File: src/rtl/core/fqrs_pkg.sv
// Shared constants, codes and types of the queue with reverse and search.
package fqrs_pkg;

    localparam int DEPTH      = 16;
    localparam int IDX_W      = $clog2(DEPTH);
    localparam int CNT_W      = $clog2(DEPTH + 1);
    localparam int DATA_W     = 32;
    localparam int FUNC_W     = 2;
    localparam int STAT_W     = 2;
    localparam int LEN_W      = 5;
    localparam int CMDQ_DEPTH = 2;
    localparam int CMDQ_PTR_W = $clog2(CMDQ_DEPTH);
    localparam int CMDQ_CNT_W = $clog2(CMDQ_DEPTH + 1);

    typedef enum logic [FUNC_W-1:0] {
        FN_ADD     = 2'd0,
        FN_DELETE  = 2'd1,
        FN_REVERSE = 2'd2,
        FN_SEARCH  = 2'd3
    } t_func;

    typedef enum logic [STAT_W-1:0] {
        ST_OK        = 2'd0,
        ST_FULL      = 2'd1,
        ST_EMPTY     = 2'd2,
        ST_NOT_FOUND = 2'd3
    } t_status;

    // A classified operation: the operand is the value for add, the key otherwise.
    typedef struct packed {
        t_func             op;
        logic [DATA_W-1:0] operand;
    } t_cmd;

    typedef struct packed {
        logic valid;
        t_cmd cmd;
    } t_cmd_req;

endpackage

File: src/rtl/core/fqrs_in_if.sv
// Request channel: operation code, value to append and key to look for.
interface fqrs_in_if;
    logic                                valid;
    logic                                ready;
    logic        [fqrs_pkg::FUNC_W-1:0]  func;
    logic signed [fqrs_pkg::DATA_W-1:0]  value;
    logic signed [fqrs_pkg::DATA_W-1:0]  key;

    modport source (output valid, output func, output value, output key, input ready);
    modport sink   (input valid, input func, input value, input key, output ready);
endinterface

File: src/rtl/core/fqrs_out_if.sv
// Response channel: status, returned data and queue length.
interface fqrs_out_if;
    logic                                valid;
    logic                                ready;
    logic        [fqrs_pkg::STAT_W-1:0]  status;
    logic signed [fqrs_pkg::DATA_W-1:0]  data;
    logic        [fqrs_pkg::LEN_W-1:0]   length;

    modport source (output valid, output status, output data, output length, input ready);
    modport sink   (input valid, input status, input data, input length, output ready);
endinterface

File: src/rtl/core/fqrs_ram.sv
// Generic single-write, single-read RAM with a registered read port.
module fqrs_ram #(
    parameter int WIDTH = 32,
    parameter int DEPTH = 16
) (
    input  logic                     i_clk,
    input  logic                     i_we,
    input  logic [$clog2(DEPTH)-1:0] i_waddr,
    input  logic [WIDTH-1:0]         i_wdata,
    input  logic [$clog2(DEPTH)-1:0] i_raddr,
    output logic [WIDTH-1:0]         o_rdata
);

    logic [WIDTH-1:0] r_mem [DEPTH];
    logic [WIDTH-1:0] r_rdata;

    always_ff @(posedge i_clk) begin
        if (i_we) begin
            r_mem[i_waddr] <= i_wdata;
        end
        r_rdata <= r_mem[i_raddr];
    end

    assign o_rdata = r_rdata;

endmodule

File: src/rtl/core/fqrs_front.sv
// Front end: takes request transfers, classifies them and queues them for the back end.
module fqrs_front (
    input  logic               i_clk,
    input  logic               i_rst_n,
    fqrs_in_if.sink            i_req,
    output fqrs_pkg::t_cmd_req o_cmd,
    input  logic               i_cmd_pop
);

    fqrs_pkg::t_cmd                       r_q [fqrs_pkg::CMDQ_DEPTH];
    logic [fqrs_pkg::CMDQ_PTR_W-1:0]      r_wr_ptr, n_wr_ptr;
    logic [fqrs_pkg::CMDQ_PTR_W-1:0]      r_rd_ptr, n_rd_ptr;
    logic [fqrs_pkg::CMDQ_CNT_W-1:0]      r_fill, n_fill;
    logic                                 push;
    fqrs_pkg::t_cmd                       in_cmd;

    // The operand is the value for an add and the key for everything else.
    always_comb begin
        in_cmd.op      = fqrs_pkg::t_func'(i_req.func);
        in_cmd.operand = (in_cmd.op == fqrs_pkg::FN_ADD) ? i_req.value : i_req.key;
    end

    assign i_req.ready = (r_fill != fqrs_pkg::CMDQ_CNT_W'(fqrs_pkg::CMDQ_DEPTH));
    assign push        = i_req.valid && i_req.ready;

    assign o_cmd.valid = (r_fill != '0);
    assign o_cmd.cmd   = r_q[r_rd_ptr];

    always_comb begin
        n_wr_ptr = r_wr_ptr;
        n_rd_ptr = r_rd_ptr;
        n_fill   = r_fill;
        if (push) begin
            n_wr_ptr = (r_wr_ptr == fqrs_pkg::CMDQ_PTR_W'(fqrs_pkg::CMDQ_DEPTH - 1)) ?
                       '0 : r_wr_ptr + fqrs_pkg::CMDQ_PTR_W'(1);
        end
        if (i_cmd_pop) begin
            n_rd_ptr = (r_rd_ptr == fqrs_pkg::CMDQ_PTR_W'(fqrs_pkg::CMDQ_DEPTH - 1)) ?
                       '0 : r_rd_ptr + fqrs_pkg::CMDQ_PTR_W'(1);
        end
        unique case ({push, i_cmd_pop})
            2'b10:   n_fill = r_fill + fqrs_pkg::CMDQ_CNT_W'(1);
            2'b01:   n_fill = r_fill - fqrs_pkg::CMDQ_CNT_W'(1);
            default: n_fill = r_fill;
        endcase
    end

    always_ff @(posedge i_clk) begin
        if (!i_rst_n) begin
            r_wr_ptr <= '0;
            r_rd_ptr <= '0;
            r_fill   <= '0;
        end else begin
            r_wr_ptr <= n_wr_ptr;
            r_rd_ptr <= n_rd_ptr;
            r_fill   <= n_fill;
        end
    end

    always_ff @(posedge i_clk) begin
        if (push) begin
            r_q[r_wr_ptr] <= in_cmd;
        end
    end

endmodule

File: src/rtl/core/fqrs_back.sv
// Back end: ring store, queue pointers, operation sequencer and response register.
module fqrs_back (
    input  logic               i_clk,
    input  logic               i_rst_n,
    input  fqrs_pkg::t_cmd_req i_cmd,
    output logic               o_cmd_pop,
    fqrs_out_if.source         o_rsp
);

    localparam int EXT_W = (fqrs_pkg::CNT_W > fqrs_pkg::LEN_W) ?
                           fqrs_pkg::CNT_W : fqrs_pkg::LEN_W;

    typedef enum logic [2:0] {
        S_IDLE   = 3'b001,
        S_DELETE = 3'b010,
        S_SCAN   = 3'b100
    } t_state;

    t_state                          r_state, n_state;
    logic [fqrs_pkg::IDX_W-1:0]      r_front, n_front;
    logic [fqrs_pkg::CNT_W-1:0]      r_count, n_count;
    logic                            r_rev, n_rev;
    logic [fqrs_pkg::DATA_W-1:0]     r_key, n_key;
    logic [fqrs_pkg::IDX_W-1:0]      r_pos, n_pos;
    logic                            r_out_valid, n_out_valid;
    fqrs_pkg::t_status               r_out_status, n_out_status;
    logic [fqrs_pkg::DATA_W-1:0]     r_out_data, n_out_data;
    logic [fqrs_pkg::LEN_W-1:0]      r_out_length, n_out_length;

    logic                            out_free;
    logic                            load_out;
    fqrs_pkg::t_status               res_status;
    logic [fqrs_pkg::DATA_W-1:0]     res_data;
    logic [EXT_W-1:0]                len_ext;

    logic                            ram_we;
    logic [fqrs_pkg::IDX_W-1:0]      ram_waddr;
    logic [fqrs_pkg::IDX_W-1:0]      ram_raddr;
    logic [fqrs_pkg::DATA_W-1:0]     ram_rdata;
    logic [fqrs_pkg::IDX_W-1:0]      scan_pos;

    // Reduce a sum below twice the depth to a physical slot.
    function automatic logic [fqrs_pkg::IDX_W-1:0] wrap_slot(
        input logic [fqrs_pkg::IDX_W:0] sum
    );
        if (sum >= (fqrs_pkg::IDX_W + 1)'(fqrs_pkg::DEPTH)) begin
            return fqrs_pkg::IDX_W'(sum - (fqrs_pkg::IDX_W + 1)'(fqrs_pkg::DEPTH));
        end
        return sum[fqrs_pkg::IDX_W-1:0];
    endfunction

    // Physical slot of a logical position; the position must be below the count.
    function automatic logic [fqrs_pkg::IDX_W-1:0] slot_of(
        input logic [fqrs_pkg::IDX_W-1:0] front,
        input logic [fqrs_pkg::CNT_W-1:0] count,
        input logic                       rev,
        input logic [fqrs_pkg::IDX_W-1:0] pos
    );
        logic [fqrs_pkg::CNT_W-1:0] off;
        off = rev ? (count - fqrs_pkg::CNT_W'(1) - fqrs_pkg::CNT_W'(pos))
                  : fqrs_pkg::CNT_W'(pos);
        return wrap_slot({1'b0, front} + {1'b0, off[fqrs_pkg::IDX_W-1:0]});
    endfunction

    fqrs_ram #(
        .WIDTH (fqrs_pkg::DATA_W),
        .DEPTH (fqrs_pkg::DEPTH)
    ) u_ram (
        .i_clk   (i_clk),
        .i_we    (ram_we),
        .i_waddr (ram_waddr),
        .i_wdata (i_cmd.cmd.operand),
        .i_raddr (ram_raddr),
        .o_rdata (ram_rdata)
    );

    assign out_free  = !r_out_valid || o_rsp.ready;
    assign o_cmd_pop = (r_state == S_IDLE) && i_cmd.valid && out_free;

    // During a scan the next position is fetched while the current one is compared.
    assign scan_pos  = (r_state == S_SCAN) ? r_pos + fqrs_pkg::IDX_W'(1) : '0;
    assign ram_raddr = slot_of(r_front, r_count, r_rev, scan_pos);

    always_comb begin
        n_state    = r_state;
        n_front    = r_front;
        n_count    = r_count;
        n_rev      = r_rev;
        n_key      = r_key;
        n_pos      = r_pos;
        ram_we     = 1'b0;
        ram_waddr  = r_front;
        load_out   = 1'b0;
        res_status = fqrs_pkg::ST_OK;
        res_data   = '0;

        unique case (r_state)
            S_IDLE: begin
                if (o_cmd_pop) begin
                    unique case (i_cmd.cmd.op)
                        fqrs_pkg::FN_ADD: begin
                            load_out = 1'b1;
                            if (r_count == fqrs_pkg::CNT_W'(fqrs_pkg::DEPTH)) begin
                                res_status = fqrs_pkg::ST_FULL;
                            end else begin
                                ram_we  = 1'b1;
                                n_count = r_count + fqrs_pkg::CNT_W'(1);
                                if (r_rev) begin
                                    // In reversed order the new tail goes just below the front, which moves onto it.
                                    n_front = (r_front == '0) ?
                                              fqrs_pkg::IDX_W'(fqrs_pkg::DEPTH - 1) :
                                              r_front - fqrs_pkg::IDX_W'(1);
                                    ram_waddr = n_front;
                                end else begin
                                    ram_waddr = wrap_slot({1'b0, r_front} +
                                        {1'b0, r_count[fqrs_pkg::IDX_W-1:0]});
                                end
                            end
                        end
                        fqrs_pkg::FN_DELETE: begin
                            if (r_count == '0) begin
                                load_out   = 1'b1;
                                res_status = fqrs_pkg::ST_EMPTY;
                            end else begin
                                n_state = S_DELETE;
                            end
                        end
                        fqrs_pkg::FN_REVERSE: begin
                            load_out = 1'b1;
                            n_rev    = !r_rev;
                        end
                        fqrs_pkg::FN_SEARCH: begin
                            n_key = i_cmd.cmd.operand;
                            if (r_count == '0) begin
                                load_out   = 1'b1;
                                res_status = fqrs_pkg::ST_NOT_FOUND;
                            end else begin
                                n_pos   = '0;
                                n_state = S_SCAN;
                            end
                        end
                    endcase
                end
            end
            S_DELETE: begin
                load_out = 1'b1;
                res_data = ram_rdata;
                n_count  = r_count - fqrs_pkg::CNT_W'(1);
                if (!r_rev) begin
                    n_front = wrap_slot({1'b0, r_front} + (fqrs_pkg::IDX_W + 1)'(1));
                end
                n_state = S_IDLE;
            end
            S_SCAN: begin
                if (ram_rdata == r_key) begin
                    load_out = 1'b1;
                    res_data = r_key;
                    n_state  = S_IDLE;
                end else if (fqrs_pkg::CNT_W'(r_pos) == r_count - fqrs_pkg::CNT_W'(1)) begin
                    load_out   = 1'b1;
                    res_status = fqrs_pkg::ST_NOT_FOUND;
                    n_state    = S_IDLE;
                end else begin
                    n_pos = r_pos + fqrs_pkg::IDX_W'(1);
                end
            end
            default: begin
                n_state = S_IDLE;
            end
        endcase
    end

    // The length field keeps the low bits of the count.
    assign len_ext = EXT_W'(n_count);

    always_comb begin
        n_out_valid  = r_out_valid;
        n_out_status = r_out_status;
        n_out_data   = r_out_data;
        n_out_length = r_out_length;
        if (load_out) begin
            n_out_valid  = 1'b1;
            n_out_status = res_status;
            n_out_data   = res_data;
            n_out_length = len_ext[fqrs_pkg::LEN_W-1:0];
        end else if (o_rsp.ready) begin
            n_out_valid = 1'b0;
        end
    end

    always_ff @(posedge i_clk) begin
        if (!i_rst_n) begin
            r_state     <= S_IDLE;
            r_front     <= '0;
            r_count     <= '0;
            r_rev       <= 1'b0;
            r_out_valid <= 1'b0;
        end else begin
            r_state     <= n_state;
            r_front     <= n_front;
            r_count     <= n_count;
            r_rev       <= n_rev;
            r_out_valid <= n_out_valid;
        end
    end

    always_ff @(posedge i_clk) begin
        r_key        <= n_key;
        r_pos        <= n_pos;
        r_out_status <= n_out_status;
        r_out_data   <= n_out_data;
        r_out_length <= n_out_length;
    end

    assign o_rsp.valid  = r_out_valid;
    assign o_rsp.status = r_out_status;
    assign o_rsp.data   = r_out_data;
    assign o_rsp.length = r_out_length;

endmodule

File: src/rtl/core/fifo_queue_reverse_search_unit.sv
// Top level of the bounded queue with order reversal and key search.
//
// Usage: requests arrive on i_req, one operation per transfer (add a value at
// the tail, delete the head, reverse the order, or search for a key). Every
// request produces exactly one response transfer on o_rsp, in request order,
// carrying a status, the popped or matching value, and the queue length.
// Requests pass through a two-entry command queue into the back end, so the
// request side keeps accepting while a response waits to be taken.
// Add, reverse and the full, empty or not-found shortcuts go from the command
// queue to the response register; a delete passes the delete state to read
// the store, a search the scan state, checking values to a match or the last.
// Throughput is one operation per cycle at best for add and reverse, while
// the receiver takes every response; the sequencer and the single store read
// port set the pace of delete and search. Reset empties the queue and
// returns it to normal order. When the receiver stalls, the response
// register holds its transfer, the back end stops taking commands, and once
// the command queue is full i_req.ready drops.
module fifo_queue_reverse_search_unit (
    input  logic        i_clk,
    input  logic        i_rst_n,
    fqrs_in_if.sink     i_req,
    fqrs_out_if.source  o_rsp
);

    // Classified commands waiting for the back end.
    fqrs_pkg::t_cmd_req cmd_req;
    logic               cmd_pop;

    fqrs_front u_front (
        .i_clk     (i_clk),
        .i_rst_n   (i_rst_n),
        .i_req     (i_req),
        .o_cmd     (cmd_req),
        .i_cmd_pop (cmd_pop)
    );

    // The back end owns the ring store, the pointers and the response register.
    fqrs_back u_back (
        .i_clk     (i_clk),
        .i_rst_n   (i_rst_n),
        .i_cmd     (cmd_req),
        .o_cmd_pop (cmd_pop),
        .o_rsp     (o_rsp)
    );

endmodule
File: src/flat_wrapper.sv
// flat-port wrapper written by rule: the top's interface ports become plain ports
module fifo_queue_reverse_search_unit_flat 
  (i_clk, i_rst_n, i_req_valid, i_req_func, i_req_value, i_req_key, i_req_ready, o_rsp_valid, o_rsp_status, o_rsp_data, o_rsp_length, o_rsp_ready);
  fqrs_in_if i_req_i ();
  fqrs_out_if o_rsp_i ();
  input  logic i_clk;
  input  logic i_rst_n;
  input wire logic [$bits(i_req_i.valid)-1:0] i_req_valid;
  input wire logic [$bits(i_req_i.func)-1:0] i_req_func;
  input wire logic [$bits(i_req_i.value)-1:0] i_req_value;
  input wire logic [$bits(i_req_i.key)-1:0] i_req_key;
  output wire logic [$bits(i_req_i.ready)-1:0] i_req_ready;
  output wire logic [$bits(o_rsp_i.valid)-1:0] o_rsp_valid;
  output wire logic [$bits(o_rsp_i.status)-1:0] o_rsp_status;
  output wire logic [$bits(o_rsp_i.data)-1:0] o_rsp_data;
  output wire logic [$bits(o_rsp_i.length)-1:0] o_rsp_length;
  input wire logic [$bits(o_rsp_i.ready)-1:0] o_rsp_ready;
  assign i_req_i.valid = i_req_valid;
  assign i_req_i.func = i_req_func;
  assign i_req_i.value = i_req_value;
  assign i_req_i.key = i_req_key;
  assign i_req_ready = i_req_i.ready;
  assign o_rsp_valid = o_rsp_i.valid;
  assign o_rsp_status = o_rsp_i.status;
  assign o_rsp_data = o_rsp_i.data;
  assign o_rsp_length = o_rsp_i.length;
  assign o_rsp_i.ready = o_rsp_ready;
  fifo_queue_reverse_search_unit u_core (.i_clk(i_clk), .i_rst_n(i_rst_n), .i_req(i_req_i), .o_rsp(o_rsp_i));
endmodule
File: config.mk
export PLATFORM = sky130hd
export DESIGN_NAME = fifo_queue_reverse_search_unit_flat
export DESIGN_NICKNAME = d
export VERILOG_FILES = /design/src/rtl/core/fqrs_pkg.sv /design/src/rtl/core/fqrs_in_if.sv /design/src/rtl/core/fqrs_out_if.sv /design/src/rtl/core/fqrs_ram.sv /design/src/rtl/core/fqrs_front.sv /design/src/rtl/core/fqrs_back.sv /design/src/rtl/core/fifo_queue_reverse_search_unit.sv /design/src/flat_wrapper.sv
export SDC_FILE = /design/constraint.sdc
export NUM_CORES = 1
export LEC_CHECK = 0
export ABC_AREA = 1
export BUFFER_PORTS_ARGS = -buffer_cell sky130_fd_sc_hd__buf_4
export CORE_MARGIN = 10
export CORE_UTILIZATION = 30
export CTS_BUF_LIST = sky130_fd_sc_hd__clkbuf_16
export CTS_CLUSTER_DIAMETER = 100
export DETAILED_ROUTE_END_ITERATION = 10
export MAX_ROUTING_LAYER = met4
export SLEW_MARGIN = 20
export SYNTH_ARGS = -nofsm -noshare
export SYNTH_HDL_FRONTEND = slang
export SYNTH_SLANG_ARGS = --single-unit
export TNS_END_PERCENT = 30
File: constraint.sdc
create_clock -name i_clk -period 4 [get_ports i_clk]
set_input_delay 0.4 -clock i_clk [delete_from_list [all_inputs] [get_ports i_clk]]
set_output_delay 0.4 -clock i_clk [all_outputs]
set_load 0.02 [all_outputs]
==> impl_metrics.toml <==
[detailed_routing]
via_per_inst = 4.924
drt_iter0_drc = 1967
firstDrtPassIters = 5
top_layer = "met4"
wirelength_mm = 77.16
vias = 18140
ant_nets = 0
drcViolationCount = 0
met2_length_mm = 33.83
wl_per_cell_um = 20.94
wl_met3_mm = 4.946
drt-met1-wl_mm = 37.12

[clock_network]
cts_num_sinks = 706
cts-root-buf = "clkbuf_16"
path_clk_slew_ns = 0.06
clock_latency_ns = 0.62
clock_path_buffers = 3
numCtsBuffers = 74
h-tree-depth = 3
cts_tree = "yes"

[sta]
hold_viol = 0
setup_viol_count_final = 0
finalCriticalPeriod_ns = 3.742
whs_ns = 0.02524
setup_slack_ns = 0.2582
min_period_over_period = 0.9354
slew_headroom = 0.3598
worst_slew_pin_slew_ns = 0.9581
setup_tns_ns = 0
finClkSkew_ns = 0.02633
drv_slew = 0
max_freq_ghz = 0.2673

[global_route]
antenna_found_initial = 5
grt_first_pass_wirelength_mm = 113.7
grt-ovfl-total = 0
grt_pass1_vias = 17120
grt_use_total = 0.1432
grt_max_degree = 140

[place]
dp_worst_setup_slack_ns = 0.3010
place_area_um2 = 31430
dpl.hpwl_mm = 45.33
place.gp.congestion = 0.8113
dp_cells = 3547
port_buffers = 110

[layout]
drive_gt1_frac = 0.1604
fin_cells = 3684
syn_to_final_growth_pct = 18.26
postLayoutCoreUtil = 0.3566
antenna_cells = 0
final_common_cell = "edfxtp_1"
fin_nets = 2449
postLayoutCellArea_um2 = 33780
layout_common_cells = "edfxtp_1, nand2_1, o21ai_0, nor2_1, buf_4"

[critical_path]
arrival_ns = 4.30
critPathTopFamily = "simple AND/OR/NAND/NOR gates"
crit_fanout = 21
slowest_delay_ns = 0.42
cpMaxStageDelayCell = "edfxtp_1"
crit_chain = "ha_1 > or2_2 > a21oi_1 > inv_1 > ha_1 > inv_1 > or2_2 > a21oi_1 > a21oi_1 > ha_1 > a21oi_1 > nand2_1 > xor2_1 > xnor2_2 > inv_2 > nand2_1 > buf_12 > nand3_1 > nand2_1"
crit_type = "flop to flop"
cpMostUsedCell = "a21oi_1"
crit_buf_inv = 4
end_kind = "flop"
critPathRequiredTime_ns = 4.56
worstSetupStartpointType = "flop"

[yosys]
synth-seq-cells = 706
synth_top_area_share = 0.6886
mappedNetlistArea_um2 = 28560
yosysSeqAreaShare = 0.7244
synth_warnings = 0
synthCells = 2237
synth_area_per_cell_um2 = 12.77
post-synth-top-area-cell = "edfxtp_1"
syn-num-nets = 2325
synth.distinct_cells = 39
yosys-top-cells-area = "edfxtp_1, nand2_1, o21ai_0, dfxtp_1, mux2_2"

[floorplan]
die_height_um = 328.6
design.core.area_um2 = 94730
ioPinCount = 111
die_x_um = 328.6
initial_core_util = 0.3015
die_area_um2 = 107900
row_count = 113

[power]
vdd_ir_drop_max_mv = 0.6392
p_leak_nw = 11.87
p_per_area_nw_per_um2 = 754.8
finalPower_mw = 25.50

[worst_hold_path]
hold_class = "input port to flop"

[outcome]
status = "finished clean"

[flow_run]
drv_cap = 0
worst register-to-register path: stages (launching register included):
cell,delay (ns)
edfxtp_1,0.42
ha_1,0.23
or2_2,0.29
a21oi_1,0.17
inv_1,0.09
ha_1,0.28
inv_1,0.05
or2_2,0.27
a21oi_1,0.13
a21oi_1,0.06
ha_1,0.37
a21oi_1,0.15
nand2_1,0.07
xor2_1,0.17
xnor2_2,0.31
inv_2,0.09
nand2_1,0.15
buf_12,0.20
nand3_1,0.11
nand2_1,0.08
path summary, 6_finish.rpt:
kind / startpoint / to / slack, ns / depth (start not counted)
min: i_req_func[0] / u_core.u_front.r_q[1][32] / 0.03 / 1
min reg2reg: u_core.u_front.r_fill[1] / u_core.u_front.r_fill[1] / 0.49 / 2
max reg2reg: u_core.u_back.r_pos[0] / u_core.u_back.u_ram.o_rdata[3] / 0.26 / 19
max: u_core.u_back.r_pos[0] / u_core.u_back.u_ram.o_rdata[3] / 0.26 / 19
logic make-up (layout without fill, tap and decap cells):
group | Yosys count | count (layout) | synth area share
buffers and inverters | 222 | 404 | 0.03193
AND/OR/NAND/NOR | 720 | 720 | 0.1009
AO/OA/AOI/OAI | 476 | 476 | 0.09909
XOR/XNOR | 31 | 31 | 0.009769
flip-flops | 706 | 706 | 0.7244
adder cells (fa/ha/maj) | 18 | 18 | 0.008674
multiplexers | 64 | 64 | 0.02523
sequential cells by signal (all words and copies together) (netlist names), named ones only:
register                     count
u_core.u_back.r_front            4
u_core.u_back.u_ram.o_rdata     32
u_core.u_back.o_rsp.data        32
u_core.u_front.r_rd_ptr          1
u_core.u_back.r_pos              4
u_core.u_back.r_key             32
u_core.u_back.u_ram.r_mem      512
u_core.u_back.o_rsp.length       5
u_core.u_back.r_rev              1
u_core.u_back.r_state            3
u_core.u_front.r_q              68
u_core.u_back.r_count            5
u_core.u_back.o_rsp.valid        1
u_core.u_front.r_wr_ptr          1
u_core.u_back.o_rsp.status       2
u_core.u_front.r_fill            2
power breakdown:
part / switching, mW / internal [mW]
combinational: 6.04 / 3.04
clock: 2.85 / 3.71
sequential: 0.398 / 9.45
total: 9.30 / 16.2
per-layer routing:
metal	GRT usage	vias up
li1	-	8398
met1	0.2094	8985
met2	0.2063	668
met3	0.02193	89
met4	0.03434	0
met5	-	-
cells in the mapped netlist:
library cell / number
o31ai_1: 3
nand3_1: 91
nand2_1: 425
a22oi_1: 1
xnor2_1: 24
o21ai_1: 9
nor2_4: 1
a32o_1: 64
ha_1: 15
a31oi_1: 4
or2_2: 2
o21ai_0: 225
buf_4: 2
clkinv_1: 1
nand4_1: 6
edfxtp_1: 655
nor3_1: 4
dfxtp_1: 51
clkbuf_1: 61
nand2_2: 1
inv_1: 80
nor2_2: 1
inv_2: 13
nor3_2: 2
nor2_1: 184
nor4_1: 1
xor2_1: 6
o21ai_2: 2
buf_2: 56
xnor2_2: 1
nand3_2: 1
buf_1: 8
nand2_4: 1
a21oi_2: 2
fa_1: 3
mux2_2: 64
a21oi_1: 88
clkinv_2: 1
o22ai_1: 78
what timing repair did:
item                                   CTS  global route
setup endpoints to repair                0            11
hold buffers                             1             0
gates resized for setup                  0             4
buffers inserted                         0             2
endpoints found under the hold margin    2             0
final cells by class:
type	instances	area, um^2
well taps	1265	1583
fillers	9117	60950
flip-flops and latches	706	20690
repair buffers	175	1678
clock inverters	58	405.4
inverters	95	365.4
multi-input cells	1309	7153
clock buffers	76	1902
No activity file was read; power rests on OpenSTA's default activity.
